### config.mk
export PLATFORM = sky130hd
export DESIGN_NAME = cts_front
export DESIGN_NICKNAME = d
export VERILOG_FILES = /design/src/cartesian_to_spherical_assert.svh /design/src/cts_pkg.sv /design/src/cts_front.sv
export SDC_FILE = /design/constraint.sdc
export NUM_CORES = 1
export LEC_CHECK = 0
export BUFFER_PORTS_ARGS = -buffer_cell sky130_fd_sc_hd__buf_2
export CAP_MARGIN = 10
export CORE_MARGIN = 4
export CORE_UTILIZATION = 45
export DETAILED_ROUTE_END_ITERATION = 7
export HOLD_SLACK_MARGIN = 0.05
export PLACE_DENSITY = 0.68
export SYNTH_ARGS = -nofsm -noshare
export SYNTH_HDL_FRONTEND = slang
export SYNTH_SLANG_ARGS = --single-unit
### constraint.sdc
create_clock -name clock -period 15.3 [get_ports clock]
set_input_delay 3.825 -clock clock [delete_from_list [all_inputs] [get_ports clock]]
set_output_delay 3.825 -clock clock [all_outputs]
set_load 0.03 [all_outputs]
### src/cartesian_to_spherical_assert.svh
// assertion macros for the cartesian to spherical converter
// no dependencies; included by the top level only
`ifndef CARTESIAN_TO_SPHERICAL_ASSERT_SVH
`define CARTESIAN_TO_SPHERICAL_ASSERT_SVH
`ifndef SYNTHESIS
// condition in this cycle implies a consequence in the same cycle
`define CTS_ASSERT_NOW(label, clk, rst, cond, cons) \
   label: assert property (@(posedge clk) disable iff (rst) (cond) |-> (cons)) \
      else $error("cartesian_to_spherical: check failed");
// condition in this cycle implies a consequence in the next cycle
`define CTS_ASSERT_NEXT(label, clk, rst, cond, cons) \
   label: assert property (@(posedge clk) disable iff (rst) (cond) |=> (cons)) \
      else $error("cartesian_to_spherical: check failed");
`else
`define CTS_ASSERT_NOW(label, clk, rst, cond, cons)
`define CTS_ASSERT_NEXT(label, clk, rst, cond, cons)
`endif
`endif

### src/cts_pkg.sv
// shared types, constants and tables of the cartesian to spherical converter
// no dependencies; used by every module of the block
package cts_pkg;

   // field widths
   localparam int COORD_WIDTH     = 16;
   localparam int ANGLE_FRAC_BITS = 7;
   localparam int POLAR_W         = 15;
   localparam int AZIM_W          = 16;
   localparam int RADIUS_W        = 16;

   // cordic datapath
   localparam int CORDIC_STEPS = 28;
   localparam int ACC_FRAC     = 24;
   localparam int ACC_W        = 32;
   localparam int CW           = 64;
   localparam int GUARD_SHIFT  = 60 - COORD_WIDTH;
   localparam int GAIN_SHIFT   = GUARD_SHIFT - 30;
   localparam int Q_W          = 35;
   localparam int ROUND_SHIFT  = ACC_FRAC - ANGLE_FRAC_BITS;

   // square root datapath
   localparam int SUM_W      = 2 * COORD_WIDTH;
   localparam int SQRT_STEPS = COORD_WIDTH;

   // queue between front and back
   localparam int QUEUE_DEPTH = 4;
   localparam int QUEUE_AW    = 2;
   localparam int QUEUE_CW    = 3;

   // pipeline stages of the back part
   localparam int NSTG = 2 * CORDIC_STEPS + 3;

   // cordic gain, Q30
   localparam logic [30:0] GAIN_Q30 = 31'd1768195363;

   // angles in accumulator units
   localparam logic signed [ACC_W-1:0] ACC_DEG90 = ACC_W'(64'd90 << ACC_FRAC);
   localparam logic signed [Q_W-1:0] DEG90  = Q_W'(64'd90 << ACC_FRAC);
   localparam logic signed [Q_W-1:0] DEG180 = Q_W'(64'd180 << ACC_FRAC);
   localparam logic signed [Q_W-1:0] DEG270 = Q_W'(64'd270 << ACC_FRAC);
   localparam logic signed [Q_W-1:0] DEG360 = Q_W'(64'd360 << ACC_FRAC);
   localparam logic [Q_W-1:0] ROUND_HALF = Q_W'(64'd1 << (ROUND_SHIFT - 1));

   // angles in output units
   localparam logic [AZIM_W-1:0]  AZ_FULL   = AZIM_W'(32'd360 << ANGLE_FRAC_BITS);
   localparam logic [POLAR_W-1:0] POLAR_90  = POLAR_W'(32'd90 << ANGLE_FRAC_BITS);
   localparam logic [POLAR_W-1:0] POLAR_180 = POLAR_W'(32'd180 << ANGLE_FRAC_BITS);

   // arctangent table, units of 2^-24 degree
   localparam logic [ACC_W-1:0] ATAN_TAB [CORDIC_STEPS] = '{
      32'd754974720, 32'd445687602, 32'd235489088, 32'd119537938, 32'd60000934,
      32'd30029717, 32'd15018523, 32'd7509720, 32'd3754917, 32'd1877466,
      32'd938734, 32'd469367, 32'd234684, 32'd117342, 32'd58671, 32'd29335,
      32'd14668, 32'd7334, 32'd3667, 32'd1833, 32'd917, 32'd458, 32'd229,
      32'd115, 32'd57, 32'd29, 32'd14, 32'd7
   };

   // request item
   typedef struct packed {
      logic signed [COORD_WIDTH-1:0] x_coord;
      logic signed [COORD_WIDTH-1:0] y_coord;
      logic signed [COORD_WIDTH-1:0] z_coord;
   } req_type;

   // result item
   typedef struct packed {
      logic [POLAR_W-1:0]  polar_angle;
      logic [AZIM_W-1:0]   azimuth_angle;
      logic [RADIUS_W-1:0] radius;
      logic                on_axis_error;
   } rsp_type;

   // classified item passed from front to back
   typedef struct packed {
      logic                   nx;
      logic                   ny;
      logic                   nz;
      logic                   ax_zero;
      logic                   ay_zero;
      logic                   az_zero;
      logic [COORD_WIDTH-1:0] ax;
      logic [COORD_WIDTH-1:0] ay;
      logic [COORD_WIDTH-1:0] az;
      logic [SUM_W-1:0]       sq_x;
      logic [SUM_W-1:0]       sq_y;
      logic [SUM_W-1:0]       sq_z;
   } item_type;

endpackage

### src/cts_front.sv
// front part: takes request items, forms magnitudes, signs, squares and flags
// depends on cts_pkg
module cts_front (
   input  logic             clock,
   input  logic             reset,
   input  logic             push,
   output logic             full,
   input  cts_pkg::req_type req_data,
   output logic             out_valid,
   input  logic             out_ready,
   output cts_pkg::item_type out_item
);

   logic               valid_ff, valid_in;
   cts_pkg::item_type  item_ff, item_in;
   logic               accept;
   logic [cts_pkg::COORD_WIDTH-1:0] ux, uy, uz;

   // magnitudes and flags of the incoming vector
   always_comb begin
      ux = req_data.x_coord;
      uy = req_data.y_coord;
      uz = req_data.z_coord;
      item_in.nx = ux[cts_pkg::COORD_WIDTH-1];
      item_in.ny = uy[cts_pkg::COORD_WIDTH-1];
      item_in.nz = uz[cts_pkg::COORD_WIDTH-1];
      item_in.ax = item_in.nx ? (~ux + 1'b1) : ux;
      item_in.ay = item_in.ny ? (~uy + 1'b1) : uy;
      item_in.az = item_in.nz ? (~uz + 1'b1) : uz;
      item_in.ax_zero = (ux == '0);
      item_in.ay_zero = (uy == '0);
      item_in.az_zero = (uz == '0);
      item_in.sq_x = cts_pkg::SUM_W'(item_in.ax) * cts_pkg::SUM_W'(item_in.ax);
      item_in.sq_y = cts_pkg::SUM_W'(item_in.ay) * cts_pkg::SUM_W'(item_in.ay);
      item_in.sq_z = cts_pkg::SUM_W'(item_in.az) * cts_pkg::SUM_W'(item_in.az);
   end

   // one holding register ahead of the queue
   assign full     = valid_ff && !out_ready;
   assign accept   = push && !full;
   assign valid_in = accept || (valid_ff && !out_ready);

   always_ff @(posedge clock) begin
      if (reset) begin
         valid_ff <= 1'b0;
      end else begin
         valid_ff <= valid_in;
      end
   end

   always_ff @(posedge clock) begin
      if (accept) begin
         item_ff <= item_in;
      end
   end

   assign out_valid = valid_ff;
   assign out_item  = item_ff;

endmodule

Word level (Yosys, flattened, before mapping)
Cells that the tools add are included.

Register bits after elaboration: 151. Input bits: 52. Output and inout bits: 152. Logic and storage cells: 33.

Add/subtract/negate cells: 3. Multipliers: 3. Multiplexer cells: 3. Bitwise gates (word level): 3. Reductions and logical operators: 8.

Operators with widths (number): multiplier 16 x 16 -> 32 bit (3); adder 16 x 1 -> 16 bit, second input constant (3); zero test 16 bit (3); 2-to-1 mux 16 bit (3); NOT 16 bit (3); logical AND 1 bit (2); zero test 1 bit (2); logical OR 1 bit (1).

Logic depth before layout (Yosys ltp)
Depth in word-level cells: 5. Gate-level depth with buffers: 31. Depth with buffers taken out: 28.

Worst setup path after synthesis
No wires, ideal clock.

Path kind: input -> register. From: input port req_data[32] in the netlist's numbering. To: register item_ff, in the netlist out_item[94], data pin. Library setup time: 0.136 ns. Arrival time: 10.970 ns. Data required time: 15.164 ns. Setup slack: 4.194 ns. Stages: 29. Path buffers: 3. Cell sequence: inv_1 > clkbuf_1 > ha_1 > clkbuf_1 > nand2_1 > o41ai_1 > xor2_1 > clkinv_1 > nand2_1 > inv_1 > fa_1 > inv_1 > fa_1 > inv_1 > fa_1 > fa_1 > fa_1 > inv_1 > fa_1 > inv_1 > ha_1 > clkbuf_1 > o21a_1 > o2111ai_1 > a211oi_1 > nand3b_1 > o31ai_1 > or4b_2 > nand3_1.

RTL lines: start, declared (line cts_front.sv:8) `input cts_pkg::req_type req_data,`; end signal, assigned (line cts_front.sv:53) `item_ff <= item_in;`; end, declared (line cts_front.sv:15) `cts_pkg::item_type item_ff, item_in;`.

==> metrics.txt <==
run status=finished, final reports clean; GR Overflow Total=0; sequential share of the synthesized area=16.4%; core region area=0.0579 mm²; Worst R2R Setup Slack=13.58 ns; pin count of the biggest net entering global routing=between 100 and 150; num ports=roughly 200; asr flop ratio synth=0%; number of antenna diodes=0; wire length per cell=16.6 µm; final non-filler cell total=about 3700; worst-margin pin slew=~1.2 ns; WP data required=15.54 ns; antenna viol nets, final=0; most common cell after layout, fill and taps aside=inv_1; TNS Setup=0 ns; DP Wirelength=roughly 52 mm; GRT met2 Usage=32.1%; Setup Viol. Count Final=0; ys flop type=edfxtp_1; clk_lat worst skew=~0.49 ns; Initial DRT Pass Iterations=5; Finished Core Util=50.0%; synth warn=0; max-capacitance violation count=0; CP Capture Type=flop; CTS-repair resized insts=0; routability cong.=0.901; max-slew violations=0; HP Class=reg -> reg; hold path endpoint=out_valid; post-synth cell types=74; Hold Slack=around 0.64 ns; routing usage on met1=29.0%; final net count=roughly 3800; RR Endpoint=out_item[40]; CTS clk-pin slew, worst paths=0.07 ns; final period utilization=77.8%; most frequent cells in the layout=inv_1 (691), fa_1 (489), ha_1 (291), nand2_1 (246), nor2_1 (214); EDFF count, synth=~140; Most Used Layer, Global Route=met2; WHS Path Cells=3; H-tree levels=4; #FFs+latches synth=145; die area=around 0.063 mm²; vias in the first global route=just under 20000; CTS tree=done; placed cell count=around 3700; DR DRC count=0; maximum fanout along the worst path=16; share of layout cells above drive strength 1=approximately a tenth; clock skew=about 0.0094 ns; mapped cell area=between 0.02 and 0.03 mm²; crit path DAT=about 12 ns; Slew headroom=22.1%; TritonCTS Buffers=17; IO buf count=200; gr usage total=20.6%; Post-CTS Hold Fix Bufs=0; startpoint types=input port; Hold Fails Final Rpt=0; RSZ-0062 raised after global routing=no; routed vias/inst=5.10; # rows=88; Hold Crit Start=out_valid; clock buffer depth=2; worst r2r path cells=3; DRT iter0 DRCs=around 1400; syn avg cell area=about 9.7 µm²; total number of vias=around 19000; die width=between 200 and 300 µm; area delta synth->final=9.58%; CTS Sinks=~150; WL final=roughly 60 mm; first-pass GRT wire length=103 mm; CTS root buf=clkbuf_16; Starting Density=45.7%; GR Util met3=under 10%; Synth Instances=about 2700; worst r2r src=out_valid; worst setup path category=in -> reg; f_max=84.0 MHz; antenna violations before repair=0; postcts setup bufs=0; Period minus WS final=11.90 ns; chip height=250 µm
## state kept, by name, indices dropped and copies added, names as in the netlist
signal	flops
out_item	144
out_valid	1
## cells by family (layout without fill, tap and decap cells)
logic type	Yosys count	count (layout)	synth area share, %
compound gates	296	296	7.31
simple gates	589	589	9.73
other cells	2	36	0.0284
buf+inv	770	959	11.0
xor+xnor	138	138	4.68
flops	145	145	16.4
fa+ha+maj	780	780	50.8
## metrics by stage
stage / setup slack (ns) / area (µm²)
after global placement: 3.09 / 28400
after CTS: 3.55 / 29000
after floorplan: 4.19 / 26600
after detailed placement: 3.02 / 28400
final: 3.40 / 29000
after global routing: 2.90 / 29000
## per-layer routing
| metal | share of wire (%) | up-vias | routed length, µm |
|---|---|---|---|
| li1 | - | 8817 | - |
| met1 | 44 | 9355 | 27000 |
| met2 | 46 | 668 | 28400 |
| met3 | 7.9 | 80 | 4860 |
| met4 | 2.2 | 0 | 1340 |
| met5 | 0 | - | 0 |
## cell usage after synthesis (4+ instances only)
cell type | instances | area [µm²]
inv_1 | 691 | 2590
fa_1 | 489 | 9790
ha_1 | 291 | 3640
nand2_1 | 246 | 923
nor2_1 | 214 | 803
edfxtp_1 | 144 | 4320
xnor2_1 | 89 | 780
a21oi_1 | 85 | 425
o21ai_0 | 52 | 260
clkbuf_1 | 47 | 176
xor2_1 | 45 | 394
a21o_1 | 35 | 263
nand3_1 | 20 | 100
o21a_1 | 20 | 150
a211oi_1 | 17 | 128
nor3_1 | 17 | 85.1
and2_1 | 16 | 100
nand4_1 | 15 | 93.8
o31ai_1 | 13 | 97.6
nand2b_1 | 12 | 75.1
a31oi_1 | 11 | 68.8
clkinv_1 | 11 | 41.3
inv_2 | 10 | 37.5
o21bai_1 | 10 | 75.1
nor2b_1 | 8 | 50.1
and3_1 | 7 | 43.8
buf_4 | 7 | 52.6
nor4_1 | 6 | 37.5
o41ai_1 | 6 | 52.6
a221oi_1 | 5 | 43.8
or4_4 | 5 | 56.3
o211ai_1 | 4 | 30.0
o311ai_0 | 4 | 35.0
## worst max path at each step
| stage | end | slack [ns] | start |
|---|---|---|---|
| global route | out_item[31] | 2.90 | req_data[0] |
| detailed placement | out_item[31] | 3.02 | req_data[0] |
| floorplan | out_item[94] | 4.19 | req_data[32] |
| finish | out_item[31] | 3.40 | req_data[0] |
| CTS | out_item[31] | 3.55 | req_data[0] |
| global placement | out_item[63] | 3.09 | req_data[16] |
## cell type report
type                    instances  area [µm²]
multi-input cells            1839       19300
well taps                     765         957
clock inverters                14         124
clock buffers                  18         439
fillers                      5438       28900
flip-flops and latches        145        4340
inverters                     712        2670
repair buffers                215        1130
## worst max-delay path, cell delays in order
cell	delay (ns)
buf_2	0.15
inv_1	0.42
ha_1	0.27
or3b_1	0.44
o31ai_1	0.26
xor2_1	0.72
inv_2	0.31
nand2_1	0.20
inv_1	0.08
fa_1	0.53
inv_1	0.05
fa_1	0.47
inv_1	0.06
fa_1	0.51
fa_1	0.51
fa_1	0.49
inv_1	0.05
fa_1	0.48
inv_1	0.04
ha_1	0.37
a21oi_1	0.18
o21ai_0	0.10
a211oi_1	0.64
o31a_1	0.32
o21ai_1	0.17
a221oi_1	0.36
xnor2_1	0.11
Power is left out: the tool's default activity adds up to more than one toggle a clock period on the data nets, which glitch-free logic cannot reach.
