### src/cartesian_to_spherical_assert.svh
// assertion macros for the cartesian to spherical converter
// no dependencies; included by the top level only
`ifndef CARTESIAN_TO_SPHERICAL_ASSERT_SVH
`define CARTESIAN_TO_SPHERICAL_ASSERT_SVH
`ifndef SYNTHESIS
// condition in this cycle implies a consequence in the same cycle
`define CTS_ASSERT_NOW(label, clk, rst, cond, cons) \
   label: assert property (@(posedge clk) disable iff (rst) (cond) |-> (cons)) \
      else $error("cartesian_to_spherical: check failed");
// condition in this cycle implies a consequence in the next cycle
`define CTS_ASSERT_NEXT(label, clk, rst, cond, cons) \
   label: assert property (@(posedge clk) disable iff (rst) (cond) |=> (cons)) \
      else $error("cartesian_to_spherical: check failed");
`else
`define CTS_ASSERT_NOW(label, clk, rst, cond, cons)
`define CTS_ASSERT_NEXT(label, clk, rst, cond, cons)
`endif
`endif

### src/cts_pkg.sv
// shared types, constants and tables of the cartesian to spherical converter
// no dependencies; used by every module of the block
package cts_pkg;

   // field widths
   localparam int COORD_WIDTH     = 16;
   localparam int ANGLE_FRAC_BITS = 7;
   localparam int POLAR_W         = 15;
   localparam int AZIM_W          = 16;
   localparam int RADIUS_W        = 16;

   // cordic datapath
   localparam int CORDIC_STEPS = 28;
   localparam int ACC_FRAC     = 24;
   localparam int ACC_W        = 32;
   localparam int CW           = 64;
   localparam int GUARD_SHIFT  = 60 - COORD_WIDTH;
   localparam int GAIN_SHIFT   = GUARD_SHIFT - 30;
   localparam int Q_W          = 35;
   localparam int ROUND_SHIFT  = ACC_FRAC - ANGLE_FRAC_BITS;

   // square root datapath
   localparam int SUM_W      = 2 * COORD_WIDTH;
   localparam int SQRT_STEPS = COORD_WIDTH;

   // queue between front and back
   localparam int QUEUE_DEPTH = 4;
   localparam int QUEUE_AW    = 2;
   localparam int QUEUE_CW    = 3;

   // pipeline stages of the back part
   localparam int NSTG = 2 * CORDIC_STEPS + 3;

   // cordic gain, Q30
   localparam logic [30:0] GAIN_Q30 = 31'd1768195363;

   // angles in accumulator units
   localparam logic signed [ACC_W-1:0] ACC_DEG90 = ACC_W'(64'd90 << ACC_FRAC);
   localparam logic signed [Q_W-1:0] DEG90  = Q_W'(64'd90 << ACC_FRAC);
   localparam logic signed [Q_W-1:0] DEG180 = Q_W'(64'd180 << ACC_FRAC);
   localparam logic signed [Q_W-1:0] DEG270 = Q_W'(64'd270 << ACC_FRAC);
   localparam logic signed [Q_W-1:0] DEG360 = Q_W'(64'd360 << ACC_FRAC);
   localparam logic [Q_W-1:0] ROUND_HALF = Q_W'(64'd1 << (ROUND_SHIFT - 1));

   // angles in output units
   localparam logic [AZIM_W-1:0]  AZ_FULL   = AZIM_W'(32'd360 << ANGLE_FRAC_BITS);
   localparam logic [POLAR_W-1:0] POLAR_90  = POLAR_W'(32'd90 << ANGLE_FRAC_BITS);
   localparam logic [POLAR_W-1:0] POLAR_180 = POLAR_W'(32'd180 << ANGLE_FRAC_BITS);

   // arctangent table, units of 2^-24 degree
   localparam logic [ACC_W-1:0] ATAN_TAB [CORDIC_STEPS] = '{
      32'd754974720, 32'd445687602, 32'd235489088, 32'd119537938, 32'd60000934,
      32'd30029717, 32'd15018523, 32'd7509720, 32'd3754917, 32'd1877466,
      32'd938734, 32'd469367, 32'd234684, 32'd117342, 32'd58671, 32'd29335,
      32'd14668, 32'd7334, 32'd3667, 32'd1833, 32'd917, 32'd458, 32'd229,
      32'd115, 32'd57, 32'd29, 32'd14, 32'd7
   };

   // request item
   typedef struct packed {
      logic signed [COORD_WIDTH-1:0] x_coord;
      logic signed [COORD_WIDTH-1:0] y_coord;
      logic signed [COORD_WIDTH-1:0] z_coord;
   } req_type;

   // result item
   typedef struct packed {
      logic [POLAR_W-1:0]  polar_angle;
      logic [AZIM_W-1:0]   azimuth_angle;
      logic [RADIUS_W-1:0] radius;
      logic                on_axis_error;
   } rsp_type;

   // classified item passed from front to back
   typedef struct packed {
      logic                   nx;
      logic                   ny;
      logic                   nz;
      logic                   ax_zero;
      logic                   ay_zero;
      logic                   az_zero;
      logic [COORD_WIDTH-1:0] ax;
      logic [COORD_WIDTH-1:0] ay;
      logic [COORD_WIDTH-1:0] az;
      logic [SUM_W-1:0]       sq_x;
      logic [SUM_W-1:0]       sq_y;
      logic [SUM_W-1:0]       sq_z;
   } item_type;

endpackage

### src/cts_queue.sv
// short queue that decouples the front part from the back part
// depends on cts_pkg
module cts_queue (
   input  logic              clock,
   input  logic              reset,
   input  logic              in_valid,
   output logic              in_ready,
   input  cts_pkg::item_type in_item,
   output logic              out_valid,
   input  logic              out_pop,
   output cts_pkg::item_type out_item
);

   cts_pkg::item_type              store_ff [cts_pkg::QUEUE_DEPTH];
   logic [cts_pkg::QUEUE_AW-1:0]   wr_ptr_ff, rd_ptr_ff;
   logic [cts_pkg::QUEUE_CW-1:0]   count_ff, count_in;
   logic                           do_push, do_pop;

   assign in_ready  = (count_ff != cts_pkg::QUEUE_CW'(cts_pkg::QUEUE_DEPTH));
   assign out_valid = (count_ff != '0);
   assign do_push   = in_valid && in_ready;
   assign do_pop    = out_pop && out_valid;
   assign out_item  = store_ff[rd_ptr_ff];

   // occupancy
   always_comb begin
      count_in = count_ff;
      if (do_push && !do_pop) begin
         count_in = count_ff + 1'b1;
      end else if (do_pop && !do_push) begin
         count_in = count_ff - 1'b1;
      end
   end

   always_ff @(posedge clock) begin
      if (reset) begin
         wr_ptr_ff <= '0;
         rd_ptr_ff <= '0;
         count_ff  <= '0;
      end else begin
         count_ff <= count_in;
         if (do_push) begin
            wr_ptr_ff <= wr_ptr_ff + 1'b1;
         end
         if (do_pop) begin
            rd_ptr_ff <= rd_ptr_ff + 1'b1;
         end
      end
   end

   // storage
   always_ff @(posedge clock) begin
      if (do_push) begin
         store_ff[wr_ptr_ff] <= in_item;
      end
   end

endmodule

### config.mk
export PLATFORM = sky130hd
export DESIGN_NAME = cts_queue
export DESIGN_NICKNAME = d
export VERILOG_FILES = /design/src/cartesian_to_spherical_assert.svh /design/src/cts_pkg.sv /design/src/cts_queue.sv
export SDC_FILE = /design/constraint.sdc
export NUM_CORES = 1
export LEC_CHECK = 0
export BUFFER_PORTS_ARGS = -buffer_cell sky130_fd_sc_hd__buf_2
export CAP_MARGIN = 10
export CELL_PAD_IN_SITES_DETAIL_PLACEMENT = 2
export CELL_PAD_IN_SITES_GLOBAL_PLACEMENT = 2
export CORE_MARGIN = 2
export CORE_UTILIZATION = 49
export DETAILED_ROUTE_END_ITERATION = 8
export GPL_ROUTABILITY_DRIVEN = 0
export PLACE_DENSITY = 0.83
export SLEW_MARGIN = 20
export SYNTH_ARGS = -nofsm -noshare
export SYNTH_HDL_FRONTEND = slang
export SYNTH_SLANG_ARGS = --single-unit
### constraint.sdc
create_clock -name clock -period 13.7 [get_ports clock]
set_input_delay 1.37 -clock clock [delete_from_list [all_inputs] [get_ports clock]]
set_output_delay 1.37 -clock clock [all_outputs]
set_load 0.1 [all_outputs]
==> impl_metrics.env, run 1 <==
export IMPL_outcome="aborted with a tool error"
export IMPL_failing_step="clock tree synthesis (4_1_cts)"
export IMPL_error="[ERROR DPL-0033] detailed placement checks failed during check placement."
export IMPL_ys_top_cells_by_count="600 x edfxtp_1, 150 x mux4_2, 17 x buf_2"
export IMPL_ys_types=22
export IMPL_initial_core_util_pct=49.9
export IMPL_syn_inst=832
export IMPL_ys_warn_count=0
export IMPL_synthesis_area_um2=22100
export IMPL_avgSynthCellArea_um2=26.6
export IMPL_root_buffer="clkbuf_16"
export IMPL_synth_nets=992
export IMPL_synth_edff_count=600
export IMPL_synth_area_leaders="edfxtp_1 82%, mux4_2 15%, dfxtp_1 0.82%, buf_6 0.56%, buf_2 0.39%"
export IMPL_clock_path_buffers=3
export IMPL_ys_seq_area_share_pct=82.4
export IMPL_post_cts_buffers=0
export IMPL_postPlaceCellArea_um2=24200
export IMPL_cts_resized_gates=0
export IMPL_clock_sinks=609
export IMPL_synth_most_common_cell="edfxtp_1"
export IMPL_hpwl_um=38800
export IMPL_synth_seq_cells=609
export IMPL_async_reset_ff_share_pct=0
export IMPL_synth_main_ff_cell="edfxtp_1"
export IMPL_rows=77
export IMPL_ctsHoldBuffers=0
export IMPL_synth_area_leader_cell="edfxtp_1"
export IMPL_htree_levels=2
export IMPL_fp_dieH_um=216
export IMPL_die_x_um=216
export IMPL_io_pins=306
export IMPL_cts_made_buffers=59
export IMPL_dp_slack_ns=8.82
export IMPL_yosysTopAreaCellShare_pct=81.6
export IMPL_port_buffers=305
==> logic make-up after synthesis <==
| kind of cell | count (synthesis) | share of synthesized area (%) |
|---|---|---|
| fa+ha+maj | 6 | 0.374 |
| flops | 609 | 82.4 |
| simple gates | 17 | 0.379 |
| mux | 153 | 15.4 |
| buf+inv | 38 | 1.12 |
| compound gates | 5 | 0.170 |
| xor+xnor | 4 | 0.159 |
==> metrics by stage <==
stage               util [%]  cells  hold slack (ns)
detailed placement      54.7   1707            0.546
global placement        54.7   1707            0.499
floorplan                  -    832            0.482
==> inputs of run 2 (changes only) <==
CELL_PAD_IN_SITES_DETAIL_PLACEMENT = unset   (was 2)
CELL_PAD_IN_SITES_GLOBAL_PLACEMENT = unset   (was 2)
CORE_UTILIZATION = 40   (was 49)
PLACE_DENSITY = unset   (was 0.83)
PLACE_DENSITY_LB_ADDON = 0.15   (was unset)
==> run 2 against run 1 <==
  * The run now ends clean
  * Synthesized area is the same
  * Synthesized cell count stayed put
==> impl_metrics.env, run 2 <==
export IMPL_ctsHoldBuffers=0
export IMPL_rsz0062_at_grt="no"
export IMPL_min_path_type="flop to flop"
export IMPL_r2r_cells=5
export IMPL_critPathRequiredTime_ns=12.33
export IMPL_cts_tree="done"
export IMPL_cap_violations=0
export IMPL_fmax_ghz=0.217
export IMPL_dr_pass1_iters=4
export IMPL_cts_made_buffers=66
export IMPL_synth_top_family_by_area="multiplexers"
export IMPL_final_nets=1344
export IMPL_synth_nets=992
export IMPL_hold_violations=0
export IMPL_crit_arrival_ns=3.23
export IMPL_grt_total_usage_pct=15.7
export IMPL_r2r_end="store_ff[1][39]"
export IMPL_htree_levels=3
export IMPL_finalCritPeriodShare_pct=33.6
export IMPL_hpwl_um=25800
export IMPL_drt_iter0_markers=528
export IMPL_layout_commonest_cell="edfxtp_1"
export IMPL_synth_edff_count=600
export IMPL_clock_latency_ns=0.58
export IMPL_worst_slew_pin_slew_ns=1.04
export IMPL_root_buffer="clkbuf_16"
export IMPL_syn_to_final_growth_pct=19.1
export IMPL_rr_startpoint="count_ff[0]"
export IMPL_synthSimpleGateAreaFrac_pct=0.379
export IMPL_fp_coreArea_um2=54900
export IMPL_synth_area_leaders="edfxtp_1 82%, mux4_2 15%, dfxtp_1 0.82%, buf_6 0.56%, buf_2 0.39%"
export IMPL_synth_area_leader_cell="edfxtp_1"
export IMPL_route_met3_wl_um=3500
export IMPL_mostFrequentLayoutCells="600 x edfxtp_1, 305 x buf_2, 150 x mux4_2, 68 x clkbuf_16, 23 x clkbuf_1"
export IMPL_path_clk_slew_ns=0.06
export IMPL_cts_resized_gates=0
export IMPL_grt_max_degree=61
export IMPL_slew_viol_final=0
export IMPL_wl_met2_um=21500
export IMPL_ys_seq_area_share_pct=82.4
export IMPL_initial_core_util_pct=40.3
export IMPL_totalWireLength_um=44800
export IMPL_die_x_um=239
export IMPL_grt_first_pass_wirelength_um=66000
export IMPL_ant_nets=0
export IMPL_synthesis_area_um2=22100
export IMPL_maxSlewHeadroom_pct=30.6
export IMPL_clock_path_buffers=3
export IMPL_dieArea_um2=57100
export IMPL_crit_type="flop to primary output"
export IMPL_synth_compound_area_share_pct=0.170
export IMPL_grt_overflow=0
export IMPL_avgSynthCellArea_um2=26.6
export IMPL_outcome="completed"
export IMPL_vias=9855
export IMPL_async_reset_ff_share_pct=0
export IMPL_endpoint="out_item[51]"
export IMPL_io_pins=306
export IMPL_largestRegisters="store_ff (600), count_ff (3)"
export IMPL_port_buffers=305
export IMPL_drive_gt1_share_pct=45.4
export IMPL_ys_types=22
export IMPL_antenna_found_initial=12
export IMPL_routed_top_layer="met5"
export IMPL_synth_most_common_cell="edfxtp_1"
export IMPL_layout_min_cycle_time_ns=4.60
export IMPL_ys_top_cells_by_count="600 x edfxtp_1, 150 x mux4_2, 17 x buf_2"
export IMPL_top_register="store_ff"
export IMPL_yosysTopAreaCellShare_pct=81.6
export IMPL_grt_pass1_vias=10571
export IMPL_muxShareOfSynthArea_pct=15.4
export IMPL_post_cts_buffers=0
export IMPL_fp_dieH_um=239
export IMPL_largest_register_ffs=600
export IMPL_drc_errors=0
export IMPL_setup_worst_path_end_class="primary output"
export IMPL_synth_seq_cells=609
export IMPL_synth_main_ff_cell="edfxtp_1"
export IMPL_finalClockSkew_ns=0.00893
export IMPL_wl_met1_um=18900
export IMPL_rows=86
export IMPL_setup_tns_ns=0
export IMPL_r2r_slack_ns=10.52
export IMPL_clock_sinks=609
export IMPL_yosys_area_share_adder_pct=0.374
export IMPL_min_from="rd_ptr_ff[1]"
export IMPL_wl_per_cell_um=23.1
export IMPL_cp_max_fo=41
export IMPL_syn_inst=832
export IMPL_ys_warn_count=0
export IMPL_synth_xor_xnor_area_share_pct=0.159
export IMPL_critPathLaunchType="flop"
export IMPL_setup_viol=0
export IMPL_vias_per_cell=5.10
run 2: cells by family (layout without fill, tap and decap cells):
kind of cell | after synthesis | count (layout)
muxes | 153 | 153
and+or+nand+nor | 17 | 17
adders and majority gates | 6 | 6
other | 0 | 2
buffers and inverters | 38 | 434
DFF | 609 | 609
xor gates and xnor gates | 4 | 4
AOI/OAI and AO/OA | 5 | 5
run 2: routing by layer:
layer | vias up | GRT usage, %
met4 | 22 | 4.89
met5 | - | 0
li1 | 4311 | -
met2 | 262 | 24.8
met3 | 71 | 5.69
met1 | 5189 | 20.5
run 2: final cells by class:
| type | count | area, µm² |
|---|---|---|
| fill | 4540 | 28600 |
| multi-input combinational | 185 | 3660 |
| inverter | 3 | 11.3 |
| sequential | 609 | 18200 |
| clock buffer | 91 | 1790 |
| timing repair buffer | 319 | 1630 |
| clock inverter | 21 | 143 |
| tap | 704 | 881 |
| antenna | 2 | 5.00 |
run 2: metrics by stage:
| stage | utilization [%] | hold WS [ns] | std cells | setup WS [ns] | instance area (µm²) |
|---|---|---|---|---|---|
| global placement | 44.4 | 0.510 | 1820 | 9.55 | 24400 |
| floorplan | - | 0.482 | 832 | 8.06 | 22100 |
| CTS | 48.0 | 0.539 | 1932 | 8.89 | 26300 |
| global route | 48.0 | 0.578 | 1932 | 8.77 | 26300 |
| finish | 48.0 | 0.533 | 1934 | 9.10 | 26300 |
| detailed placement | 44.4 | 0.525 | 1820 | 9.53 | 24400 |
run 2: worst min path at each step:
stage	cells after the start	slack, ns	end
after floorplan	2	0.48	wr_ptr_ff[1]
after global placement	2	0.51	rd_ptr_ff[0]
after detailed placement	2	0.53	rd_ptr_ff[0]
after CTS	2	0.54	rd_ptr_ff[0]
after global routing	2	0.58	wr_ptr_ff[1]
final	2	0.53	rd_ptr_ff[1]
run 2: critical path, cell delays in order (launching register included):
cell	delay, ns
dfxtp_4	0.86
buf_4	0.83
mux4_2	0.61
buf_2	0.32
Power of run 2 is not shown: default switching activity piles up to over one toggle a cycle in this logic, so the estimate is an artifact.
==> inputs of run 3 (changes only) <==
clock period = 4.3 ns   (was 13.7 ns; I/O delays follow)
==> run 3 against run 2 <==
  * Cell area up 1.7%
  * Worst setup slack worse by 7.9 ns
  * Die area unchanged
  * Global-route usage down 0.50 points
  * Register-to-register slack worse by 8.7 ns
  * Critical path type unchanged
  * Highest routed layer unchanged
==> impl_metrics.env, run 3 (same netlist as run 2, synthesis figures left out) <==
export IMPL_wl_per_cell_um=22.1
export IMPL_r2r_cells=4
export IMPL_hold_violations=0
export IMPL_cp_max_fo=32
export IMPL_totalWireLength_um=43600
export IMPL_r2r_slack_ns=1.83
export IMPL_dieArea_um2=57100
export IMPL_layout_min_cycle_time_ns=3.14
export IMPL_rows=86
export IMPL_clock_sinks=609
export IMPL_crit_arrival_ns=2.71
export IMPL_finalClockSkew_ns=0.0125
export IMPL_clock_path_buffers=3
export IMPL_critPathLaunchType="flop"
export IMPL_path_buf_inv=2
export IMPL_cap_violations=0
export IMPL_setup_worst_path_end_class="primary output"
export IMPL_placed_cells=1831
export IMPL_rsz0062_at_grt="no"
export IMPL_outcome="completed"
export IMPL_min_path_type="primary input to flop"
export IMPL_drc_errors=0
export IMPL_setup_tns_ns=0
export IMPL_root_buffer="clkbuf_16"
export IMPL_max_stage_delay_ns=0.84
export IMPL_antenna_found_initial=11
export IMPL_drt_iter0_markers=544
export IMPL_final_nets=1380
export IMPL_crit_type="flop to primary output"
export IMPL_drive_gt1_share_pct=44.4
export IMPL_initial_core_util_pct=40.3
export IMPL_grt_pass1_vias=10478
export IMPL_cp_slowest_cell="dfxtp_4"
export IMPL_grt_total_usage_pct=15.2
export IMPL_dr_pass1_iters=4
export IMPL_vias=9954
export IMPL_slew_viol_final=0
export IMPL_htree_levels=2
export IMPL_final_cells=1975
export IMPL_largest_register_ffs=600
export IMPL_path_clk_slew_ns=0.06
export IMPL_ant_nets=0
export IMPL_r2r_end="store_ff[2][41]"
export IMPL_crit_cells=3
export IMPL_setup_viol=0
export IMPL_cts_tree="done"
export IMPL_largestRegisters="store_ff (600), count_ff (3)"
export IMPL_crit_family="flip-flops"
export IMPL_io_pins=306
export IMPL_top_register="store_ff"
export IMPL_cts_made_buffers=61
export IMPL_maxSlewHeadroom_pct=42.7
export IMPL_clock_latency_ns=0.60
export IMPL_grt_overflow=0
export IMPL_endpoint="out_item[56]"
export IMPL_vias_per_cell=5.04
export IMPL_critPathRequiredTime_ns=3.87
export IMPL_syn_to_final_growth_pct=21.1
export IMPL_fp_dieH_um=239
export IMPL_worst_slew_pin_slew_ns=0.860
export IMPL_rr_startpoint="count_ff[0]"
export IMPL_hpwl_um=26000
export IMPL_post_cts_buffers=0
export IMPL_finalCritPeriodShare_pct=73.0
export IMPL_fmax_ghz=0.319
export IMPL_grt_max_degree=82
export IMPL_mostFrequentLayoutCells="600 x edfxtp_1, 305 x buf_2, 150 x mux4_2, 63 x clkbuf_16, 30 x dlygate4sd3_1"
export IMPL_layout_commonest_cell="edfxtp_1"
export IMPL_port_buffers=305
export IMPL_die_x_um=239
export IMPL_crit_chain="buf_4 > mux4_2 > buf_2"
export IMPL_fp_coreArea_um2=54900
export IMPL_grt_first_pass_wirelength_um=64900
[run 3: layout make-up]
class,count,area [µm²]
fillers,4530,28100
flip-flops and latches,609,18200
multi-input cells,185,3660
repair buffers,360,2190
clock buffers,84,1660
well taps,704,881
clock inverters,28,155
inverters,3,11.3
diodes,2,5.00
[run 3: timing repair]
action                    CTS  global route
resized for setup           0             0
hold endpoints to repair   97             0
hold buffers               30             0
[run 3: routing by layer]
layer,up-vias,wire length [µm],track usage [%]
met4,18,838,4.26
met2,251,20600,23.6
met3,82,2940,4.73
li1,4400,-,-
met1,5203,19100,20.9
met5,-,116,0
[run 3: worst min path at each step]
stage / start / to / slack (ns) / cells after the start
2_1_floorplan: wr_ptr_ff[1] / wr_ptr_ff[1] / 0.48 / 2
3_5_place_dp: rd_ptr_ff[1] / flop / 0.51 / 2
6_report: in_item[18] / store_ff[1][18] / 0.04 / 1
5_1_grt: in_item[103] / store_ff[0][103] / 0.02 / 1
4_1_cts: in_item[40] / store_ff[3][40] / 0.00001 / 1
3_3_place_gp: wr_ptr_ff[1] / wr_ptr_ff[1] / 0.50 / 2
[run 3: per-stage QoR]
stage | worst slack (ns) | hold slack (ns) | area, µm² | util (%)
after detailed placement | 1.69 | 0.512 | 24600 | 44.9
final | 1.16 | 0.0425 | 26800 | 48.8
after global placement | 1.68 | 0.502 | 24600 | 44.9
after floorplan | 1.20 | 0.482 | 22100 | -
after global routing | 0.978 | 0.0159 | 26800 | 48.8
after CTS | 1.04 | 0.0000104 | 26800 | 48.8
Power of run 3 is left out for the same reason.
